### config.mk
export PLATFORM = sky130hd
export DESIGN_NAME = converter_overload_protection
export DESIGN_NICKNAME = d
export VERILOG_FILES = /design/src/hdl/cop_pkg.sv /design/src/hdl/converter_overload_protection.sv /design/src/hdl/cop_cfg_regs.sv /design/src/hdl/cop_tick.sv
export SDC_FILE = /design/constraint.sdc
export NUM_CORES = 1
export LEC_CHECK = 0
export BUFFER_PORTS_ARGS = -buffer_cell sky130_fd_sc_hd__buf_2
export CORE_MARGIN = 2
export CORE_UTILIZATION = 40
export CTS_BUF_LIST = sky130_fd_sc_hd__clkbuf_4
export DETAILED_ROUTE_END_ITERATION = 12
export PLACE_DENSITY_LB_ADDON = 0.3
export SETUP_SLACK_MARGIN = 0.15
export SLEW_MARGIN = 20
export SYNTH_ARGS = -nofsm -noshare
export SYNTH_HDL_FRONTEND = slang
export SYNTH_SLANG_ARGS = --single-unit
### constraint.sdc
create_clock -name i_clk -period 7.25 [get_ports i_clk]
set_clock_uncertainty 0.2 [all_clocks]
set_input_delay 2.175 -clock i_clk [delete_from_list [all_inputs] [get_ports i_clk]]
set_output_delay 2.175 -clock i_clk [all_outputs]
set_load 0.01 [all_outputs]
### src/hdl/cop_pkg.sv
// Shared types, register codes and constants for the converter overload protection block.
package cop_pkg;

    localparam int TIMER_WIDTH_DEF = 16;
    localparam int CFG_DATA_W      = 16;
    localparam int CFG_IDX_W       = 3;
    localparam int STATUS_W        = 6;

    // status bit positions
    localparam int ST_ON   = 0;
    localparam int ST_OFF  = 1;
    localparam int ST_OVL  = 2;
    localparam int ST_ADC  = 3;
    localparam int ST_TNE  = 4;
    localparam int ST_UEXP = 5;

    localparam logic [STATUS_W-1:0] STATUS_RESET = STATUS_W'(1) << ST_OFF;

    typedef enum logic [CFG_IDX_W-1:0] {
        CFG_PROT_EN  = 3'd0,
        CFG_TRIP     = 3'd1,
        CFG_BLANK    = 3'd2,
        CFG_MIN_OFF  = 3'd3,
        CFG_USER     = 3'd4,
        CFG_BLINK    = 3'd5,
        CFG_WARN     = 3'd6
    } t_cfg_idx;

    localparam logic [CFG_DATA_W-1:0] TRIP_RESET    = 16'd100;
    localparam logic [CFG_DATA_W-1:0] BLANK_RESET   = 16'd50;
    localparam logic [CFG_DATA_W-1:0] MIN_OFF_RESET = 16'd100;
    localparam logic [CFG_DATA_W-1:0] USER_RESET    = 16'd100;
    localparam logic [CFG_DATA_W-1:0] BLINK_RESET   = 16'd50;
    localparam logic [CFG_DATA_W-1:0] WARN_RESET    = 16'd500;

    typedef struct packed {
        logic                  ovl_check_en;
        logic [CFG_DATA_W-1:0] trip_ticks;
        logic [CFG_DATA_W-1:0] blank_ticks;
        logic [CFG_DATA_W-1:0] min_off_ticks;
        logic [CFG_DATA_W-1:0] user_ticks;
        logic [CFG_DATA_W-1:0] blink_ticks;
        logic [CFG_DATA_W-1:0] warn_ticks;
    } t_cfg;

    typedef struct packed {
        logic overload_pin;
        logic cmd_clear_overload;
        logic cmd_turn_off;
        logic cmd_turn_on;
        logic cmd_user_restart;
        logic cmd_blink_restart;
        logic adc_force_off;
        logic adc_release;
        logic ext_overload_status;
    } t_in_word;

    typedef struct packed {
        logic drive_on;
        logic is_on;
        logic is_off;
        logic is_overloaded;
        logic is_adc_off;
        logic off_time_running;
        logic user_expired;
        logic green_lamp;
        logic led_red;
        logic trip_event;
        logic warn_pulse;
    } t_out_word;

endpackage

### src/hdl/converter_overload_protection.sv
// Top level of the converter overload protection block: config port, tick logic, result register.
//
// One input word is one timer tick and yields exactly one result word. A word is
// taken in every clock cycle while the result register is empty or being drained,
// so the block sustains one tick per cycle; the result is registered and appears in
// the cycle after the word is accepted. The tick logic computes the status bits and
// the six down-counters (TIMER_WIDTH bits each, reload values taken from the low bits
// of the 16-bit registers) combinationally. Configuration writes are taken every cycle
// and are meant to land only while no tick is in flight; writes to index 7 are dropped.
module converter_overload_protection #(
    parameter int TIMER_WIDTH = cop_pkg::TIMER_WIDTH_DEF
) (
    input  logic                            i_clk,
    input  logic                            i_rst_n,
    input  logic                            i_in_valid,
    output logic                            o_in_ready,
    input  cop_pkg::t_in_word               i_in_word,
    output logic                            o_out_valid,
    input  logic                            i_out_ready,
    output cop_pkg::t_out_word              o_out_word,
    input  logic                            i_cfg_valid,
    output logic                            o_cfg_ready,
    input  logic [cop_pkg::CFG_IDX_W-1:0]   i_cfg_index,
    input  logic [cop_pkg::CFG_DATA_W-1:0]  i_cfg_data
);

    cop_pkg::t_cfg      cfg;
    cop_pkg::t_out_word tick_word;
    logic               step;

    logic               r_out_valid;
    cop_pkg::t_out_word r_out_word;

    assign o_in_ready  = !r_out_valid || i_out_ready;
    assign step        = i_in_valid && o_in_ready;
    assign o_out_valid = r_out_valid;
    assign o_out_word  = r_out_word;

    cop_cfg_regs u_cfg (
        .i_clk       (i_clk),
        .i_rst_n     (i_rst_n),
        .i_cfg_valid (i_cfg_valid),
        .o_cfg_ready (o_cfg_ready),
        .i_cfg_index (i_cfg_index),
        .i_cfg_data  (i_cfg_data),
        .o_cfg       (cfg)
    );

    cop_tick #(
        .TIMER_WIDTH (TIMER_WIDTH)
    ) u_tick (
        .i_clk   (i_clk),
        .i_rst_n (i_rst_n),
        .i_step  (step),
        .i_word  (i_in_word),
        .i_cfg   (cfg),
        .o_word  (tick_word)
    );

    always_ff @(posedge i_clk) begin
        if (!i_rst_n) begin
            r_out_valid <= 1'b0;
        end else if (o_in_ready) begin
            r_out_valid <= i_in_valid;
        end
    end

    always_ff @(posedge i_clk) begin
        if (step) begin
            r_out_word <= tick_word;
        end
    end

    a_on_off_excl: assert property (@(posedge i_clk) disable iff (!i_rst_n)
        o_out_valid |-> (o_out_word.is_on ^ o_out_word.is_off))
        else $error("on and off status bits not exclusive");

    a_warn_red: assert property (@(posedge i_clk) disable iff (!i_rst_n)
        (o_out_valid && o_out_word.warn_pulse) |-> o_out_word.led_red)
        else $error("warning pulse without counted overload");

    a_green_on: assert property (@(posedge i_clk) disable iff (!i_rst_n)
        (o_out_valid && o_out_word.green_lamp) |-> o_out_word.is_on)
        else $error("green LED lit while converter not on");

    a_ready_empty: assert property (@(posedge i_clk) disable iff (!i_rst_n)
        !o_out_valid |-> o_in_ready)
        else $error("input stalled with empty result register");

endmodule

### src/hdl/cop_cfg_regs.sv
// Configuration register file written through the index/data write channel.
module cop_cfg_regs (
    input  logic                                i_clk,
    input  logic                                i_rst_n,
    input  logic                                i_cfg_valid,
    output logic                                o_cfg_ready,
    input  logic [cop_pkg::CFG_IDX_W-1:0]       i_cfg_index,
    input  logic [cop_pkg::CFG_DATA_W-1:0]      i_cfg_data,
    output cop_pkg::t_cfg                       o_cfg
);

    cop_pkg::t_cfg r_cfg;

    assign o_cfg_ready = 1'b1;
    assign o_cfg       = r_cfg;

    always_ff @(posedge i_clk) begin
        if (!i_rst_n) begin
            r_cfg.ovl_check_en  <= 1'b1;
            r_cfg.trip_ticks    <= cop_pkg::TRIP_RESET;
            r_cfg.blank_ticks   <= cop_pkg::BLANK_RESET;
            r_cfg.min_off_ticks <= cop_pkg::MIN_OFF_RESET;
            r_cfg.user_ticks    <= cop_pkg::USER_RESET;
            r_cfg.blink_ticks   <= cop_pkg::BLINK_RESET;
            r_cfg.warn_ticks    <= cop_pkg::WARN_RESET;
        end else if (i_cfg_valid) begin
            case (i_cfg_index)
                cop_pkg::CFG_PROT_EN: r_cfg.ovl_check_en  <= i_cfg_data[0];
                cop_pkg::CFG_TRIP:    r_cfg.trip_ticks    <= i_cfg_data;
                cop_pkg::CFG_BLANK:   r_cfg.blank_ticks   <= i_cfg_data;
                cop_pkg::CFG_MIN_OFF: r_cfg.min_off_ticks <= i_cfg_data;
                cop_pkg::CFG_USER:    r_cfg.user_ticks    <= i_cfg_data;
                cop_pkg::CFG_BLINK:   r_cfg.blink_ticks   <= i_cfg_data;
                cop_pkg::CFG_WARN:    r_cfg.warn_ticks    <= i_cfg_data;
                default: begin
                end
            endcase
        end
    end

endmodule

### src/hdl/cop_tick.sv
// Per-tick state update: status bits, six down-counters and the result word.
module cop_tick #(
    parameter int TIMER_WIDTH = cop_pkg::TIMER_WIDTH_DEF
) (
    input  logic                i_clk,
    input  logic                i_rst_n,
    input  logic                i_step,
    input  cop_pkg::t_in_word   i_word,
    input  cop_pkg::t_cfg       i_cfg,
    output cop_pkg::t_out_word  o_word
);

    localparam logic [TIMER_WIDTH-1:0] ONE = TIMER_WIDTH'(1);

    logic [cop_pkg::STATUS_W-1:0] r_status, n_status;
    logic [TIMER_WIDTH-1:0] r_blank, n_blank;
    logic [TIMER_WIDTH-1:0] r_trip, n_trip;
    logic [TIMER_WIDTH-1:0] r_off, n_off;
    logic [TIMER_WIDTH-1:0] r_user, n_user;
    logic [TIMER_WIDTH-1:0] r_blink, n_blink;
    logic [TIMER_WIDTH-1:0] r_warn, n_warn;

    logic [TIMER_WIDTH-1:0] trip_rl, blank_rl, off_rl, user_rl, blink_rl, warn_rl;

    assign trip_rl  = TIMER_WIDTH'(i_cfg.trip_ticks);
    assign blank_rl = TIMER_WIDTH'(i_cfg.blank_ticks);
    assign off_rl   = TIMER_WIDTH'(i_cfg.min_off_ticks);
    assign user_rl  = TIMER_WIDTH'(i_cfg.user_ticks);
    assign blink_rl = TIMER_WIDTH'(i_cfg.blink_ticks);
    assign warn_rl  = TIMER_WIDTH'(i_cfg.warn_ticks);

    always_comb begin
        logic check;
        logic ovl;
        logic trip;
        logic warn;
        logic green;

        n_status = r_status;
        n_blank  = r_blank;
        n_off    = r_off;
        n_user   = r_user;
        n_blink  = r_blink;
        n_warn   = r_warn;
        check    = 1'b0;
        warn     = 1'b0;

        // blanking after switch-on
        if (r_status[cop_pkg::ST_OFF] || r_status[cop_pkg::ST_ADC]
                || !i_cfg.ovl_check_en) begin
            n_blank = blank_rl;
        end else if (r_blank != '0) begin
            n_blank = r_blank - ONE;
        end else begin
            check = 1'b1;
        end

        ovl = check && i_word.overload_pin;

        if (!ovl) begin
            n_trip = trip_rl;
        end else if (r_trip != '0) begin
            n_trip = r_trip - ONE;
        end else begin
            n_trip = r_trip;
        end

        trip = (n_trip == '0);
        if (trip) begin
            n_status[cop_pkg::ST_ON]  = 1'b0;
            n_status[cop_pkg::ST_OFF] = 1'b1;
            n_status[cop_pkg::ST_OVL] = 1'b1;
            n_off = off_rl;
        end

        if (i_word.cmd_clear_overload) begin
            n_status[cop_pkg::ST_OVL] = 1'b0;
        end
        if (i_word.cmd_turn_off && !n_status[cop_pkg::ST_OFF]) begin
            n_status[cop_pkg::ST_ON]  = 1'b0;
            n_status[cop_pkg::ST_OFF] = 1'b1;
            n_off = off_rl;
        end else if (i_word.cmd_turn_on && !n_status[cop_pkg::ST_ON]) begin
            n_status[cop_pkg::ST_OFF] = 1'b0;
            n_status[cop_pkg::ST_ON]  = 1'b1;
        end
        if (i_word.cmd_user_restart) begin
            n_user = user_rl;
        end
        if (i_word.cmd_blink_restart) begin
            n_blink = blink_rl;
        end

        if (i_word.adc_force_off) begin
            n_status[cop_pkg::ST_ADC] = 1'b1;
        end else if (i_word.adc_release) begin
            n_status[cop_pkg::ST_ADC] = 1'b0;
        end

        green = n_status[cop_pkg::ST_ON] && (n_blink == '0);

        if (ovl && (r_warn == '0)) begin
            warn   = 1'b1;
            n_warn = warn_rl;
        end

        // count down timers
        if (n_off != '0) begin
            n_off = n_off - ONE;
            n_status[cop_pkg::ST_TNE] = 1'b1;
        end else begin
            n_status[cop_pkg::ST_TNE] = 1'b0;
        end
        if (n_user != '0) begin
            n_user = n_user - ONE;
            n_status[cop_pkg::ST_UEXP] = 1'b0;
        end else begin
            n_status[cop_pkg::ST_UEXP] = 1'b1;
        end
        if (n_blink != '0) begin
            n_blink = n_blink - ONE;
        end
        if (n_warn != '0) begin
            n_warn = n_warn - ONE;
        end

        o_word.drive_on         = n_status[cop_pkg::ST_ON] && !n_status[cop_pkg::ST_OFF]
                                  && !n_status[cop_pkg::ST_ADC];
        o_word.is_on            = n_status[cop_pkg::ST_ON];
        o_word.is_off           = n_status[cop_pkg::ST_OFF];
        o_word.is_overloaded    = n_status[cop_pkg::ST_OVL];
        o_word.is_adc_off       = n_status[cop_pkg::ST_ADC];
        o_word.off_time_running = n_status[cop_pkg::ST_TNE];
        o_word.user_expired     = n_status[cop_pkg::ST_UEXP];
        o_word.green_lamp       = green;
        o_word.led_red          = ovl || i_word.ext_overload_status;
        o_word.trip_event       = trip;
        o_word.warn_pulse       = warn;
    end

    always_ff @(posedge i_clk) begin
        if (!i_rst_n) begin
            r_status <= cop_pkg::STATUS_RESET;
            r_blank  <= '0;
            r_trip   <= '0;
            r_off    <= '0;
            r_user   <= '0;
            r_blink  <= '0;
            r_warn   <= '0;
        end else if (i_step) begin
            r_status <= n_status;
            r_blank  <= n_blank;
            r_trip   <= n_trip;
            r_off    <= n_off;
            r_user   <= n_user;
            r_blink  <= n_blink;
            r_warn   <= n_warn;
        end
    end

endmodule
======== Word-level counts from Yosys, hierarchy flattened ========
Index checks and enable logic that the tools add are counted.
operators by class
  $add $sub $neg .......................... 6
  equal/unequal tests ..................... 6
  mux-type cells .......................... 24
  reduce and logical (&&, ||, !) cells .... 37
operators by type and width
  kind                                                                   count
  16-bit 2-to-1 mux                                                      13
  16-bit nonzero test                                                    6
  16-bit by 1-bit subtractor with 16-bit output, second input constant   6
  16-bit zero test                                                       3
  2-bit AND reduction                                                    8
  3-bit equality test, second input constant                             3
  1-bit logical AND                                                      8
  1-bit 2-to-1 mux                                                       8
  3-bit by 2-bit equality test with 1-bit output, second input constant  2
  1-bit zero test                                                        6
  1-bit logical OR                                                       4
  2-bit 2-to-1 mux                                                       2
  3-bit by 1-bit equality test with 1-bit output, second input constant  1
  3-bit zero test                                                        1
  3-bit 2-to-1 mux                                                       1
  2-bit nonzero test                                                     1
word-level totals
  register bits after elaboration ......... 209
  input port bits ......................... 33
  output and inout port bits .............. 14
  logic and storage cells ................. 99

======== Logic depth before layout (Yosys ltp) ========
Gate-level depths: netlist of the first run.
  depth in word-level cells ............... 14
  mapped depth ............................ 22
  depth with buffers taken out ............ 20

======== Hierarchy ========
Synthesis of the first run repeated with hierarchy kept, for this count alone.
second synthesis, totals
  cells, all modules ...................... 1435
  area, all modules ....................... 11831.3 um^2
by module, submodules not included
  module                         times used  cells each  area each (um^2)  sequential area each (um^2)
  cop_tick                       1           1067        7693.6            2001.9
  cop_cfg_regs                   1           352         3749.8            1941.9
  converter_overload_protection  1           16          387.9             350.3

======== Least setup slack after synthesis of the first run ========
No wires, ideal clock.
  kind .................................... in2reg
  from .................................... in i_in_word[8] in the netlist's numbering
  to ...................................... reg u_tick.r_off[15]
  library setup time ...................... 0.086 ns
  arrival ................................. 5.624 ns
  data required time ...................... 6.964 ns
  slack ................................... 1.341 ns
  stages .................................. 18
  buffers on the path ..................... 4
  cells stage by stage .................... and3_1 clkbuf_1 buf_2 nor3_1 a31o_2 a31oi_1 buf_2 buf_2 mux2i_1 ha_1 or4b_2 o21a_1 nand3_1 nor3_1 xor2_1 nor2_1 a31o_2 a211oi_1
on the way
  word-level cells in the longest chain between the ends .. 9
  elaborated cells between the ends (all ways) .. 11
  classes of those cells .................. add/sub: 1; mux: 5; reduce/logical: 5
ends and longest elaborated chain
  element                                                                               RTL line                             source
  from (decl)                                                                           converter_overload_protection.sv:17  input cop_pkg::t_in_word i_in_word,
  1-bit logical AND (*)                                                                 cop_tick.sv:58                       ovl = check && i_word.overload_pin;
  16-bit 2-to-1 mux (*)                                                                 cop_tick.sv:60                       if (!ovl) begin
  16-bit zero test (*)                                                                  cop_tick.sv:68                       trip = (n_trip == '0);
  3-bit 2-to-1 mux                                                                      cop_tick.sv:69                       if (trip) begin
  1-bit zero test                                                                       cop_tick.sv:79                       if (i_word.cmd_turn_off && !n_status[cop_pkg::ST_OFF]) begin
  1-bit logical AND                                                                     cop_tick.sv:79
  16-bit 2-to-1 mux (*)                                                                 cop_tick.sv:79
  16-bit by 1-bit subtractor with 16-bit output or 16-bit nonzero test (tied branches)  cop_tick.sv:109, cop_tick.sv:108
  16-bit 2-to-1 mux (*)                                                                 cop_tick.sv:108                      if (n_off != '0) begin
  to (signal assigned)                                                                  cop_tick.sv:154                      r_off <= n_off;
  to (decl)                                                                             cop_tick.sv:18                       logic [TIMER_WIDTH-1:0] r_off, n_off;
Mark *: on every way between the ends. The rest lies on a longest branch, timed or not.
A chain may end at the register's enable or synchronous reset.

======== Final worst setup path of the first run ========
  from .................................... reg u_tick.r_status[3] in the netlist's numbering
  to ...................................... reg u_tick.r_off[15]
on the way
  word-level cells in the longest chain between the ends .. 12
  elaborated cells between the ends (all ways) .. 14
  classes of those cells .................. add/sub: 1; mux: 6; reduce/logical: 7
ends and longest elaborated chain
  element                                                                               RTL line                          source
  from (decl)                                                                           cop_tick.sv:15                    logic [cop_pkg::STATUS_W-1:0] r_status, n_status;
  from (signal assigned)                                                                cop_tick.sv:143                   r_status <= cop_pkg::STATUS_RESET;
  from (signal assigned)                                                                cop_tick.sv:151                   r_status <= n_status;
  1-bit logical OR (*)                                                                  cop_tick.sv:49                    if (r_status[cop_pkg::ST_OFF] || r_status[cop_pkg::ST_ADC]
  1-bit logical OR (*)                                                                  cop_tick.sv:50                    || !i_cfg.ovl_check_en) begin
  1-bit 2-to-1 mux (*)                                                                  cop_tick.sv:49
  1-bit logical AND (*)                                                                 cop_tick.sv:58
  16-bit 2-to-1 mux (*)                                                                 cop_tick.sv:60
  16-bit zero test (*)                                                                  cop_tick.sv:68
  3-bit 2-to-1 mux                                                                      cop_tick.sv:69
  1-bit zero test                                                                       cop_tick.sv:79
  1-bit logical AND                                                                     cop_tick.sv:79
  16-bit 2-to-1 mux (*)                                                                 cop_tick.sv:79
  16-bit by 1-bit subtractor with 16-bit output or 16-bit nonzero test (tied branches)  cop_tick.sv:109, cop_tick.sv:108
  16-bit 2-to-1 mux (*)                                                                 cop_tick.sv:108
Marked as above.

==> results of run 1 <==
-- kinds of logic after synthesis --
family / after synthesis / synth area share [%]
AND/OR/NAND/NOR: 672 / 28.2
AO/OA/AOI/OAI: 421 / 22.9
flip-flops: 209 / 37.9
buffers and inverters: 115 / 3.89
multiplexers: 39 / 3.49
XOR/XNOR: 31 / 2.39
adder cells (fa/ha/maj): 12 / 1.32
other: 1 / 0.0331
-- power by group --
part / leakage (nW) / internal (W) / total [W] / switching, W
sequential: 1.72 / 0.00126 / 0.00137 / 0.000108
combinational: 2.53 / 0.000382 / 0.000972 / 0.000590
clock: 0.434 / 0.000572 / 0.00108 / 0.000512
total: 4.68 / 0.00221 / 0.00342 / 0.00121
-- per-stage QoR --
stage | hold WS [ps] | area [um^2] | worst slack (ps)
final | 254 | 12600 | 1180
after global routing | 282 | 12600 | 829
after CTS | 255 | 12600 | 1240
after detailed placement | 246 | 11800 | 664
after global placement | 237 | 11800 | 802
after floorplan | 229 | 11300 | 1340
-- cell usage in the layout, fill, tap and decap left out, types with 7 or more instances in the layout --
cell type  netlist  layout
nand3_1         41      41
or4_1           11      11
inv_1           24      22
edfxtp_1        11      11
a31oi_1         27      26
o31ai_1          7       7
or2_2           10      10
buf_4            1      16
a22oi_1         12      12
and2_1           7       7
o221a_2          7       7
o21ai_0         77      77
and3_1          12      12
xor2_1          18      18
mux2i_1         35      35
nor4_1          17      17
a21oi_1        176     176
a211oi_1        28      28
o2111ai_1        8       8
o211ai_1        22      22
dfxtp_1        198     198
nand2b_1        11      11
clkbuf_4         0      86
or3_1           24      24
nor3b_1         14      13
xnor2_1         13      13
nand3b_1        13      13
nor2b_1          9       9
ha_1            12      12
nand2_1        298     297
buf_2            5      45
nor3_1          46      46
clkinv_1         0      13
nor2_1         126     126
o22ai_1         10      10
-- worst min path at each step --
stage	slack, ps	startpoint	cells after the start	endpoint
6_report	250	u_tick.r_user[14]	2	u_tick.r_user[14]
5_1_grt	280	u_cfg.o_cfg[67]	2	u_cfg.o_cfg[67]
3_3_place_gp	240	u_tick.r_user[14]	2	u_tick.r_user[14]
4_1_cts	250	u_tick.r_user[14]	2	u_tick.r_user[14]
2_1_floorplan	230	u_tick.r_user[14]	2	u_tick.r_user[14]
3_5_place_dp	250	u_tick.r_blink[1]	2	u_tick.r_blink[1]
-- layout make-up --
class	instances	area, um^2
Fill cell	2914	15300
Multi-Input combinational cell	1176	6630
Sequential cell	209	4290
Tap cell	378	473
Inverter	24	93.8
Timing Repair Buffer	61	345
Clock inverter	15	83.8
Antenna cell	1	2.50
Clock buffer	86	646
-- registers in the layout, summed over array words and instances (netlist names) --
name / cells
u_tick.r_trip: 16
u_tick.r_status: 4
u_tick.r_blink: 16
u_tick.r_off: 16
u_tick.r_user: 16
o_out_word: 11
u_tick.r_blank: 16
u_tick.r_warn: 16
o_out_valid: 1
u_cfg.o_cfg: 97
-- worst register-to-register path, stage by stage (launching register included) --
cell and delay [ps]:
dfxtp_1 370, or3b_1 700, nor4_4 550, nand3_1 420
buf_4 290, a2111oi_0 530, a31o_2 280, nand3_1 160
nand2_1 260, nor2_1 70, a21oi_1 170, ha_1 190
or4b_2 650, o21a_1 280, nand3_1 170, nor3_1 80
xor2_1 130, nor2_1 50, a31o_2 220, a211oi_1 210
-- metal layers --
layer  track usage, %  up-vias
li1                 -     5496
met1             30.7     5288
met2             36.1      334
met3             3.78       54
met4             6.50        0
met5                0        -
==> metrics.cfg, run 1 <==
[run_status]
status=completed

[logic_synthesis]
synth_nets=1545
sequential_element_share_of_the_synthesized_area_pct=37.9
async_reset_ff_share_pct=0
total_number_of_yosys_warnings=0
synth.area.top_cells=dfxtp_1 (35%), nand2_1 (9.9%), a21oi_1 (7.8%), nor2_1 (4.2%), o21ai_0 (3.4%)
post_synth_most_frequent_cells=nand2_1 (298), dfxtp_1 (198), a21oi_1 (176)
synth_top_area_share_pct=34.9
syn_inst=1500
synth.lib_cells_used.distinct=73
synth_enable_flop_cells=11
synth-main-ff-cell=dfxtp_1
synth_most_common_cell=nand2_1
average_cell_area_after_synthesis_um2=7.56
post_synth_instance_area_mm2=0.0113
postSynthRegisterBits=209
synth.largest_area_cell=dfxtp_1

[die]
chipWidth_um=172
floorplan.initialDensity_pct=40.7
rows=61
top_level_ports=47
die_footprint_mm2=0.0297
die_h_um=172
core_area_mm2=0.0279

[timing]
achievable_freq_mhz=165
hold_viol_final=0
final.period_utilization_pct=83.7
setup-tns-final_ps=0
setup_violations=0
max_slew.worst_pin.slew_ps=1030
timing.slew.headroom_pct=30.8
rsz0062_at_grt=no
post-route-min-period_ps=6070
maxSlewViolCount=0

[global_route]
vias_in_the_first_global_route=10300
gr-usage-all-layers_pct=22.4
grt_first_pass_wirelength_mm=53.6
grt_start_max_net_pins=67
overflow=0
antenna_found_initial=1

[critical_path]
worstSetupStartpointType=flip-flop
worst-r2r-cell-count=19
worstSetupEndpoint=u_tick.r_off[15]
critical_path_required_ps=7640
worst_path_most_repeated_cell=nand3_1
critical_path_buf_inv_count=1
critical_path.slowest_cell=or3b_1
cp_top_family=simple AND/OR/NAND/NOR gates
cp_slowest_stage_delay_ps=700
r2r-end=u_tick.r_off[15]
critical_path_cell_count=19
worst_r2r_src=u_tick.r_status[3]
crit_path_cell_trace=or3b_1 > nor4_4 > nand3_1 > buf_4 > a2111oi_0 > a31o_2 > nand3_1 > nand2_1 > nor2_1 > a21oi_1 > ha_1 > or4b_2 > o21a_1 > nand3_1 > nor3_1 > xor2_1 > nor2_1 > a31o_2 > a211oi_1
arrival_ps=6450
worstSetupPathType=reg2reg
r2r_setup_slack_ps=1180
timing.critical_path.from=u_tick.r_status[3]
crit_path_max_fanout=20
end_kind=flip-flop

[clock_tree]
cts_tree=built
post_cts.resized_instances=0
clkSlewWorstSetupHoldPaths_ps=70
post_cts_hold_buffers=0
clk_latency_ps=710
htree_num_levels=2
clockBufferDepth=3
cts.sink_count=209
post-cts-setup-buffers=0
cts_buffers=58
clock_tree.root_cell=clkbuf_4

[worst_hold_path]
type_of_the_most_critical_hold_path=reg2reg

[route]
routed-via-count=11200
drc=0
met3_wirelength_mm=1.97
drt_iter0_drc=945
wire_length_on_met1_mm=15.2
wl_per_cell_um=17.0
detail_route.first_pass.iterations=5
detail_route.vias_per_cell=5.73
ant_nets=0
top_layer_used=met4
finalWirelength_mm=33.2
wl_met2_mm=15.4

[final_layout]
layout.cells.non_filler=1950
final_core_util_pct=45.1
final_net_count=1575
layout-drive-gt1-share_pct=12.3
area.growth.synth_to_final_pct=10.8

[power_and_ir_drop]
cellLeakagePower_nw=4.68
vdd_ir_drop_max_mv=0.170
power_density_mw_per_mm2=272
design_power_total_w=0.00342

[placement]
place.port_buffers=45
detailedPlacementHpwl_mm=21.8
gpl_wtd_cong=0.882
placed_cells=1848

[flow_run]
maxCapViolCount=0

No activity file was read; power rests on OpenSTA's default activity.
==> inputs of run 2 (changes only) <==
- clock period: 7.25 -> 5.5 ns (I/O delays scaled with it)
==> run 2 against run 1 <==
Net effect: clock power rose by 31%; flip-flop and latch count did not move; register-to-register slack got worse by 730 ps; worst setup slack got worse by 730 ps; wire length fell by 0.32%; sequential share of layout area fell by 0.60 points; combinational power rose by 34%; via count barely moved; count of clock-buffer cells in the layout rose by 1; design area rose by 1.8%; fmax rose by 20%; die area did not move; highest routed layer is now met5.
==> metrics.cfg, run 2 (synthesized netlist as in run 1, its figures left out) <==
[flow_run]
maxCapViolCount=0  ; unchanged

[placement]
preCtsSetupSlack_ps=56.3  ; was 664 ps
gpl_wtd_cong=0.899  ; was 0.882
place.port_buffers=45  ; unchanged
detailedPlacementHpwl_mm=21.7  ; was 21.8 mm

[final_layout]
final_common_cell=nand2_1  ; unchanged
final_net_count=1596  ; was 1,575
largest_register_ff_count=97  ; unchanged
layout_common_cells=nand2_1 (297), dfxtp_1 (198), a21oi_1 (176)  ; unchanged
final_core_util_pct=45.9  ; was 45.1%
area.growth.synth_to_final_pct=12.8  ; was 10.8%
layout-drive-gt1-share_pct=13.9  ; was 12.3%

[global_route]
gr-usage-all-layers_pct=22.1  ; was 22.4%
vias_in_the_first_global_route=10300  ; about the same
antenna_found_initial=4  ; was 1
grt_start_max_net_pins=87  ; was 67
grt_first_pass_wirelength_mm=52.9  ; was 53.6 mm
overflow=0  ; unchanged

[clock_tree]
cts.sink_count=209  ; unchanged
cts_tree=built  ; unchanged
clock_tree.root_cell=clkbuf_4  ; unchanged
htree_num_levels=2  ; unchanged
clockBufferDepth=3  ; unchanged
clkSlewWorstSetupHoldPaths_ps=70  ; about the same
cts_buffers=58  ; unchanged
clk_latency_ps=690  ; was 710 ps

[route]
detail_route.first_pass.iterations=5  ; unchanged
wl_per_cell_um=16.8  ; was 17.0 um
detail_route.vias_per_cell=5.66  ; was 5.73
drc=0  ; unchanged
drt_iter0_drc=727  ; was 945
finalWirelength_mm=33.1  ; was 33.2 mm
ant_nets=0  ; unchanged
routed-via-count=11200  ; about the same

[timing]
maxSlewViolCount=0  ; unchanged
post-route-min-period_ps=5050  ; was 6070 ps
final.period_utilization_pct=91.7  ; was 83.7%
hold_viol_final=0  ; unchanged
rsz0062_at_grt=no  ; unchanged
setup_violations=0  ; unchanged
layout_setup_ws_ps=455  ; was 1180 ps
max_slew.worst_pin.slew_ps=1030  ; about the same
final_layout_worst_hold_slack_ps=252  ; was 254 ps
timing.slew.headroom_pct=30.9  ; was 30.8%
setup-tns-final_ps=0  ; unchanged
achievable_freq_mhz=198  ; was 165 MHz

[power_and_ir_drop]
design_power_total_w=0.00453  ; was 0.00342 W
switching_share_pct=34.8  ; was 35.3%
vdd_ir_drop_max_mv=0.207  ; was 0.170 mV
power.share.combinational_pct=28.7  ; was 28.4%
power_density_mw_per_mm2=354  ; was 272 mW/mm^2
power_switching_w=0.00158  ; was 0.00121 W
seq_power_share_pct=39.9  ; was 40.0%
cellLeakagePower_nw=4.81  ; was 4.68 nW
p_int_w=0.00295  ; was 0.00221 W
pwr-share-clk_pct=31.3  ; was 31.6%

[die]
floorplan.initialDensity_pct=40.7  ; unchanged
core_area_mm2=0.0279  ; unchanged
top_level_ports=47  ; unchanged
die_footprint_mm2=0.0297  ; unchanged
rows=61  ; unchanged
die_h_um=172  ; unchanged
chipWidth_um=172  ; unchanged

[critical_path]
worstSetupStartpointType=flip-flop  ; unchanged
arrival_ps=5440  ; was 6450 ps
critical_path_required_ps=5900  ; was 7640 ps
end_kind=flip-flop  ; unchanged
worstSetupPathType=reg2reg  ; unchanged
crit_path_max_fanout=10  ; was 20

[run_status]
status=completed  ; unchanged

[worst_hold_path]
type_of_the_most_critical_hold_path=reg2reg  ; unchanged

run 2: changes by cell type in the layout (fill, tap and decap cells not counted), sizes merged:
cell / change
buf: +21
clkbuf: +1
diode: +2
run 2: cell type report:
cell class | count | area, um^2
Inverter | 24 | 93.8
Tap cell | 378 | 473
Clock buffer | 87 | 653
Sequential cell | 209 | 4290
Multi-Input combinational cell | 1176 | 6680
Timing Repair Buffer | 82 | 515
Fill cell | 2852 | 15100
Clock inverter | 15 | 83.8
Antenna cell | 3 | 7.51
run 2: final timing paths:
path,startpoint,to,slack [ps],cells after the start
worst max-delay path,u_tick.r_trip[2],u_tick.r_off[9],450,17
worst min-delay path,u_tick.r_blink[14],u_tick.r_blink[14],250,2
worst max register to register,u_tick.r_trip[2],u_tick.r_off[9],450,17
worst min register to register,u_tick.r_blink[14],u_tick.r_blink[14],250,2
run 2: timing repair:
action                                  4_1_cts  5_1_grt
hold buffers                                  0        0
endpoints found under the setup margin        0       16
setup buffers                                 0        2
gates resized for setup                       0       10
run 2: critical path: stages (launching register included):
cell      delay, ps
dfxtp_1         390
or4_1           580
or2_2           390
or4_1           520
a31oi_1         280
a211oi_2        100
buf_4           160
a31oi_4         230
mux2i_1         260
ha_1            190
or4b_2          640
o21a_1          240
buf_4           150
nand2_1         100
or3_1           120
xnor2_1         100
o21ai_0          80
a211oi_1        270
run 2: through the flow:
step	cell area, um^2	cells
3_3_place_gp	12000	1867
3_5_place_dp	12000	1867
5_1_grt	12800	1973
6_report	12800	1974
4_1_cts	12700	1969
2_1_floorplan	11400	1500
run 2: layer usage:
metal	routed length, um	global-route usage [%]
met3	2310	4.30
met2	14900	34.7
met5	21	0
met1	15100	30.2
met4	776	7.75
run 2: power by group through the flow:
stage / Combinational (W) / Sequential (W) / Clock [W]
floorplan: 0.000982 / 0.00179 / 0
global placement: 0.00125 / 0.00183 / 0
detailed placement: 0.00127 / 0.00183 / 0
CTS: 0.00128 / 0.00180 / 0.00146
global route: 0.00145 / 0.00183 / 0.00154
finish: 0.00130 / 0.00181 / 0.00142
